File: src/design/i2cm_pkg.sv
package i2cm_pkg;

	// Command codes carried in req_type
	localparam logic [1:0] REQ_START = 2'd0;
	localparam logic [1:0] REQ_STOP  = 2'd1;
	localparam logic [1:0] REQ_WRITE = 2'd2;
	localparam logic [1:0] REQ_READ  = 2'd3;

	// Bits per byte on the bus
	localparam logic [3:0] BITS_PER_BYTE = 4'd8;

	// Half period timer value after reset
	localparam logic [15:0] HALF_TICKS_RESET = 16'd10;

	typedef struct packed {
		logic       cmd_valid;
		logic [1:0] req_type;
		logic [7:0] wr_data;
		logic       send_ack;
		logic       sda_in;
	} req_t;

	typedef struct packed {
		logic       scl_out;
		logic       sda_out;
		logic       busy_res;
		logic       done_res;
		logic [7:0] rd_data;
		logic       ack_received;
	} rsp_t;

endpackage

File: src/design/i2c_master_byte_engine_top.sv
// A transaction goes from the input register to the result register, waiting in the input
// register while rsp_stall holds a full result register. Throughput: one transaction per cycle
// when not stalled; the engine state advances one tick per transaction in one registered update.
// Reset (arst_n low, asynchronous): pipeline empty, engine idle, lines released high,
// acknowledge bit high, half period register back to 10 ticks.
module i2c_master_byte_engine_top (
	input  logic            clk,
	input  logic            arst_n,
	input  logic            req_valid,
	output logic            req_stall,
	input  i2cm_pkg::req_t  req,
	output logic            rsp_valid,
	input  logic            rsp_stall,
	output i2cm_pkg::rsp_t  rsp,
	input  logic            cfg_we,
	input  logic [15:0]     cfg_wdata
);

	logic           vld_s1;
	i2cm_pkg::req_t req_s1;
	logic           adv;
	logic [15:0]    half_ticks_q;
	i2cm_pkg::rsp_t step_rsp;
	logic           rsp_vld_q;
	i2cm_pkg::rsp_t rsp_q;

	// Advance when an item waits and the result register is free
	assign adv       = vld_s1 && (!rsp_vld_q || !rsp_stall);
	assign req_stall = vld_s1 && !adv;
	assign rsp_valid = rsp_vld_q;
	assign rsp       = rsp_q;

	// Half period register
	always_ff @(posedge clk or negedge arst_n) begin
		if (!arst_n) begin
			half_ticks_q <= i2cm_pkg::HALF_TICKS_RESET;
		end else if (cfg_we) begin
			half_ticks_q <= cfg_wdata;
		end
	end

	// Input register
	always_ff @(posedge clk or negedge arst_n) begin
		if (!arst_n) begin
			vld_s1 <= 1'b0;
		end else if (!req_stall) begin
			vld_s1 <= req_valid;
		end
	end

	always_ff @(posedge clk) begin
		if (req_valid && !req_stall) begin
			req_s1 <= req;
		end
	end

	i2cm_engine u_engine (
		.clk        (clk),
		.arst_n     (arst_n),
		.en         (adv),
		.half_ticks (half_ticks_q),
		.req        (req_s1),
		.rsp        (step_rsp)
	);

	// Result register
	always_ff @(posedge clk or negedge arst_n) begin
		if (!arst_n) begin
			rsp_vld_q <= 1'b0;
		end else if (adv) begin
			rsp_vld_q <= 1'b1;
		end else if (!rsp_stall) begin
			rsp_vld_q <= 1'b0;
		end
	end

	always_ff @(posedge clk) begin
		if (adv) begin
			rsp_q <= step_rsp;
		end
	end

	// A completed command never reports busy
	a_done_not_busy: assert property (@(posedge clk) disable iff (!arst_n)
		rsp_vld_q && rsp_q.done_res |-> !rsp_q.busy_res)
		else $error("done reported while busy");

	// Input stalls only behind a waiting item
	a_stall_needs_item: assert property (@(posedge clk) disable iff (!arst_n)
		req_stall |-> vld_s1)
		else $error("input stalled with empty input register");

	// Every step lands in the result register
	a_step_lands: assert property (@(posedge clk) disable iff (!arst_n)
		adv |=> rsp_vld_q)
		else $error("engine step lost its result");

endmodule

File: src/design/i2cm_engine.sv
module i2cm_engine (
	input  logic                 clk,
	input  logic                 arst_n,
	input  logic                 en,
	input  logic [15:0]          half_ticks,
	input  i2cm_pkg::req_t       req,
	output i2cm_pkg::rsp_t       rsp
);

	typedef enum logic [3:0] {
		PH_IDLE    = 4'd0,
		PH_START_A = 4'd1,
		PH_START_B = 4'd2,
		PH_STOP_A  = 4'd3,
		PH_STOP_B  = 4'd4,
		PH_W_HIGH  = 4'd5,
		PH_W_LOW   = 4'd6,
		PH_W_ACK   = 4'd7,
		PH_R_HIGH  = 4'd8,
		PH_R_LOW   = 4'd9,
		PH_R_ACK   = 4'd10
	} phase_t;

	phase_t      phase_q, phase_n;
	logic        busy_q, busy_n;
	logic [3:0]  bit_idx_q, bit_idx_n;
	logic [15:0] timer_q, timer_n;
	logic [7:0]  shift_q, shift_n;
	logic [7:0]  rd_byte_q, rd_byte_n;
	logic        ack_q, ack_n;
	logic        scl_q, scl_n;
	logic        sda_q, sda_n;
	logic        ack_send_q, ack_send_n;
	logic        done_n;
	logic [15:0] hold_ticks;
	logic [3:0]  bit_idx_inc;

	// A zero period acts as one tick
	assign hold_ticks  = (half_ticks == 16'd0) ? 16'd1 : half_ticks;
	assign bit_idx_inc = bit_idx_q + 4'd1;

	// Work out the next state for one tick
	always_comb begin
		phase_n    = phase_q;
		busy_n     = busy_q;
		bit_idx_n  = bit_idx_q;
		timer_n    = timer_q;
		shift_n    = shift_q;
		rd_byte_n  = rd_byte_q;
		ack_n      = ack_q;
		scl_n      = scl_q;
		sda_n      = sda_q;
		ack_send_n = ack_send_q;
		done_n     = 1'b0;

		if (!busy_q) begin
			if (req.cmd_valid) begin
				busy_n    = 1'b1;
				bit_idx_n = 4'd0;
				timer_n   = hold_ticks;
				scl_n     = 1'b1;
				case (req.req_type)
					i2cm_pkg::REQ_START: begin
						phase_n = PH_START_A;
						sda_n   = 1'b1;
					end
					i2cm_pkg::REQ_STOP: begin
						phase_n = PH_STOP_A;
						sda_n   = 1'b0;
					end
					i2cm_pkg::REQ_WRITE: begin
						phase_n = PH_W_HIGH;
						sda_n   = req.wr_data[7];
						shift_n = {req.wr_data[6:0], 1'b0};
					end
					default: begin
						phase_n    = PH_R_HIGH;
						sda_n      = 1'b1;
						shift_n    = 8'd0;
						ack_send_n = req.send_ack;
					end
				endcase
			end
		end else if (timer_q > 16'd1) begin
			timer_n = timer_q - 16'd1;
		end else begin
			timer_n = hold_ticks;
			case (phase_q)
				PH_START_A: begin
					phase_n = PH_START_B;
					scl_n   = 1'b1;
					sda_n   = 1'b0;
				end
				PH_START_B: begin
					scl_n   = 1'b0;
					phase_n = PH_IDLE;
					busy_n  = 1'b0;
					timer_n = 16'd0;
					done_n  = 1'b1;
				end
				PH_STOP_A: begin
					phase_n = PH_STOP_B;
					scl_n   = 1'b1;
					sda_n   = 1'b1;
				end
				PH_STOP_B: begin
					phase_n = PH_IDLE;
					busy_n  = 1'b0;
					timer_n = 16'd0;
					done_n  = 1'b1;
				end
				PH_W_HIGH: begin
					phase_n = PH_W_LOW;
					scl_n   = 1'b0;
				end
				PH_W_LOW: begin
					bit_idx_n = bit_idx_inc;
					scl_n     = 1'b1;
					if (bit_idx_inc >= i2cm_pkg::BITS_PER_BYTE) begin
						phase_n = PH_W_ACK;
						sda_n   = 1'b1;
					end else begin
						// shift out the next bit, MSB first
						phase_n = PH_W_HIGH;
						sda_n   = shift_q[7];
						shift_n = {shift_q[6:0], 1'b0};
					end
				end
				PH_W_ACK: begin
					ack_n   = req.sda_in;
					scl_n   = 1'b0;
					phase_n = PH_IDLE;
					busy_n  = 1'b0;
					timer_n = 16'd0;
					done_n  = 1'b1;
				end
				PH_R_HIGH: begin
					shift_n = {shift_q[6:0], req.sda_in};
					phase_n = PH_R_LOW;
					scl_n   = 1'b0;
					sda_n   = 1'b1;
				end
				PH_R_LOW: begin
					bit_idx_n = bit_idx_inc;
					scl_n     = 1'b1;
					if (bit_idx_inc >= i2cm_pkg::BITS_PER_BYTE) begin
						phase_n = PH_R_ACK;
						sda_n   = ~ack_send_q;
					end else begin
						phase_n = PH_R_HIGH;
						sda_n   = 1'b1;
					end
				end
				PH_R_ACK: begin
					rd_byte_n = shift_q;
					scl_n     = 1'b0;
					phase_n   = PH_IDLE;
					busy_n    = 1'b0;
					timer_n   = 16'd0;
					done_n    = 1'b1;
				end
				default: begin
					// idle or unknown phase while busy: drop back to idle
					phase_n = PH_IDLE;
					busy_n  = 1'b0;
					timer_n = 16'd0;
				end
			endcase
		end
	end

	// Result reflects the state after this tick
	always_comb begin
		rsp.scl_out      = scl_n;
		rsp.sda_out      = sda_n;
		rsp.busy_res     = busy_n;
		rsp.done_res     = done_n;
		rsp.rd_data      = rd_byte_n;
		rsp.ack_received = ack_n;
	end

	// Hold engine state, advance one tick per transaction
	always_ff @(posedge clk or negedge arst_n) begin
		if (!arst_n) begin
			phase_q    <= PH_IDLE;
			busy_q     <= 1'b0;
			bit_idx_q  <= 4'd0;
			timer_q    <= 16'd0;
			shift_q    <= 8'd0;
			rd_byte_q  <= 8'd0;
			ack_q      <= 1'b1;
			scl_q      <= 1'b1;
			sda_q      <= 1'b1;
			ack_send_q <= 1'b0;
		end else if (en) begin
			phase_q    <= phase_n;
			busy_q     <= busy_n;
			bit_idx_q  <= bit_idx_n;
			timer_q    <= timer_n;
			shift_q    <= shift_n;
			rd_byte_q  <= rd_byte_n;
			ack_q      <= ack_n;
			scl_q      <= scl_n;
			sda_q      <= sda_n;
			ack_send_q <= ack_send_n;
		end
	end

endmodule
File: config.mk
export PLATFORM = sky130hd
export DESIGN_NAME = i2c_master_byte_engine_top
export DESIGN_NICKNAME = d
export VERILOG_FILES = /design/src/design/i2cm_pkg.sv /design/src/design/i2c_master_byte_engine_top.sv /design/src/design/i2cm_engine.sv
export SDC_FILE = /design/constraint.sdc
export NUM_CORES = 1
export LEC_CHECK = 0
export ABC_CLOCK_PERIOD_IN_PS = 3800
export BUFFER_PORTS_ARGS = -buffer_cell sky130_fd_sc_hd__buf_2
export CORE_MARGIN = 2
export CORE_UTILIZATION = 50
export DETAILED_ROUTE_END_ITERATION = 16
export GPL_TIMING_DRIVEN = 0
export PLACE_DENSITY_LB_ADDON = 0.08
export SLEW_MARGIN = 30
export SYNTH_ARGS = -nofsm -noshare
export SYNTH_HDL_FRONTEND = slang
export SYNTH_SLANG_ARGS = --single-unit
File: constraint.sdc
create_clock -name clk -period 3.8 [get_ports clk]
set_input_delay 0.76 -clock clk [delete_from_list [all_inputs] [get_ports clk]]
set_output_delay 0.76 -clock clk [all_outputs]
set_load 0.03 [all_outputs]
==> impl_results.md <==
* Synthesized flop and latch total at 89
* First-pass GRT wire length at 16500 µm
* Final min period at roughly 3.0 ns
* Clock-pin transition on the worst setup and hold timing paths at 0.10 ns
* HP Class: primary input to asynchronous set/reset pin
* Max rail drop VDD at approximately 0.21 mV
* Initial antenna violation count at 0
* Vias after detailed routing at 3237
* Port Buffers at between 40 and 50
* Top-count cell post-synth: dfrtp_1
* Crit. End Element: register
* Chip height at 97.3 µm
* Required time worst endpoint at 4.09 ns
* Leak at 2.10 nW
* Met3 Usage GRT at 0.0309
* CP dominant cell by count: nand2_1
* Setup violators final at 0
* Slew headroom at 0.444
* Via-to-Cell Ratio at ~5.8
* Actual slew at the worst max-slew pin at 0.833 ns
* Core Box Area at 8590 µm²
* TritonCTS sink count at 89
* Hold Vio Cnt, Final at 0
* Antenna-violating nets left at 0
* # DRC at 0
* Run status: completed
* Period utilization at 0.778
* Worst hold margin at 0.257 ns
* Pwr Total at 0.00271 W
* Cts repair resizes at 0
* CP top delay family: buffers and inverters
* Global route overflow at 0
* Layout Skew at approximately 0.017 ns
* Top cell type by total area after synthesis: dfrtp_1
* Worst path max stage delay at 0.67 ns
* Initial core utilization at 0.506
* P&R area growth vs syn at 13.7%
* Synth warnings at 0
* Vias in the first global route at between 3000 and 4000
* Syn Area/Cell at 11.2 µm²
* Critical path arrival at between 3 and 4 ns
* Area occupied by multi-input gates at 1890 µm²
* Worst path cell trace: buf_2 > nand2_1 > nand2_1 > inv_1 > o21ai_0 > clkbuf_1 > or4_1 > nand3_1
* Post-Route WL at 9670 µm
* Drt wl/cell at approximately 17 µm
* PwrDens at about 550 nW/µm²
* H-tree Lvls at 3
* Setup Buffers After CTS at 0
* Peak Freq at 338 MHz
* Worst skew pair latency at 0.37 ns
* Unrepaired setup endpoints after global routing: no
* Diodes inserted at 0
* Post-synthesis sequential area ratio at 0.543
* Detailed placement HPWL at ~6800 µm
* NumNets Final at slightly below 500
* Fillcell total at 754
* Max-slew violations at 0
* Top Usage Layer GRT: met1
* Syn Std Cell Area at 4350 µm²
* Root buf cell: clkbuf_8
* Largest net degree at the start of global routing at 49
* IO Count at 49
* Pre-antenna DRT Iters at 4
* Hold buffer count at CTS at 0
* Full die area at 9470 µm²
* Critical Path Source Type: primary input
* Post-Syn Instances at 389
* GR Layer Usage met2 at 0.323
* TritonCTS clock tree: done
* Crit Path Class: primary input to register
* Die W at 97.3 µm
* Main synth FF type: dfrtp_1
* Crit-path max FO at 17
* WP depth at 8
* Share of cells above drive strength 1 at 0.278
* Synth cell count leaders: 58 x dfrtp_1, 44 x mux2_2, 34 x nor2_1, 33 x o21ai_0, 26 x edfxtp_1
* Sequential cell area at about 2400 µm²
* Crit-path slowest cell: inv_1
* Post-synthesis cell type count at 54
* Top cells by area, synth: dfrtp_1 33%, edfxtp_1 18%, mux2_2 11%, o21ai_0 3.8%, dfstp_2 3.0%
* Setup TNS at 0 ns
* Clock Tree Buf Depth at 2
* Async S/R FF share, synth at 0.708
* Max Cap Viol at 0
* Post-synth EDFFs at 26
* Core Rows at 34
* Worst R2R Path Depth at 7
* GR Util met1 at 0.324
* GRT Util Overall at 0.217
* RePlAce Congestion at 0.899
* Num CTS Buffers at 9
* Post-synth top area share at 0.334
* Post-synthesis net count at 426
* Bufs and invs on worst path at 3
* Initial DRC count at 215
[report_power, final]
group          switching [W]  internal [W]  total, W
registers           0.000150       0.00115   0.00130
logic               0.000453      0.000295  0.000749
clock network       0.000357      0.000306  0.000663
[cell usage in the layout, fill, tap and decap left out, types with 5 or more instances in the layout]
cell type / n
dfrtp_1: 58
buf_2: 50
mux2_2: 44
nor2_1: 34
o21ai_0: 33
edfxtp_1: 26
nand2_1: 25
a21oi_1: 24
clkbuf_1: 14
nand3_1: 10
nor4_1: 9
clkbuf_8: 9
nand2b_1: 8
nor3_1: 8
nor2b_1: 7
a22o_1: 7
inv_1: 6
or3_1: 6
dfstp_2: 5
[cells by family (layout without fill, tap and decap cells)]
family | Yosys count | in the layout | synth area share
AOI/OAI and AO/OA | 91 | 91 | 0.130
buffers and inverters | 24 | 88 | 0.0219
and+or+nand+nor | 134 | 134 | 0.174
adders and majority gates | 3 | 3 | 0.00863
DFF | 89 | 89 | 0.543
muxes | 46 | 46 | 0.118
xor gates and xnor gates | 2 | 2 | 0.00403
[final cells by class]
| type | instances | area share |
|---|---|---|
| buffer | 18 | 0.0147 |
| clock buffer | 10 | 0.0258 |
| clock inverter | 6 | 0.0134 |
| inverter | 6 | 0.00455 |
| multi-input combinational | 276 | 0.383 |
| sequential | 89 | 0.478 |
| tap | 108 | 0.0273 |
| timing repair buffer | 48 | 0.0536 |
[metrics by stage]
step	util	area (µm²)	setup WS, ns	instances
4_1_cts	0.576	4950	0.841	561
6_report	0.576	4950	0.844	561
5_1_grt	0.576	4950	0.674	561
3_5_place_dp	0.553	4750	0.501	545
2_1_floorplan	-	4350	1.27	389
3_3_place_gp	0.550	4720	0.503	544
[final timing paths]
check                                   endpoint  startpoint  slack, ns
max                         u_engine.timer_q[12]   rsp_stall       0.84
min                        u_engine.rd_byte_q[7]      arst_n       0.26
max reg2reg                 u_engine.timer_q[12]   rsp_valid       0.94
min reg2reg                            rsp_valid      vld_s1       0.49
max in group asynchronous        half_ticks_q[3]      arst_n       2.97
min in group clk                       rsp_valid      vld_s1       0.49
[per-layer routing]
metal,wire (µm),vias to the layer above,share of wire
li1,-,1565,-
met3,385,16,0.040
met5,0,-,0
met2,4310,80,0.45
met4,209,0,0.022
met1,4760,1576,0.49
[registers in the layout, indices dropped and copies added, names as in the netlist]
signal,count
u_engine.timer_q,16
half_ticks_q,16
rsp,13
u_engine.rd_byte_q,8
u_engine.ack_send_q,1
u_engine.scl_q,1
req_s1,13
vld_s1,1
u_engine.busy_q,1
u_engine.sda_q,1
u_engine.bit_idx_q,4
u_engine.ack_q,1
u_engine.phase_q,4
rsp_valid,1
u_engine.shift_q,8
Note: power is estimated with default switching activity, not from simulation.
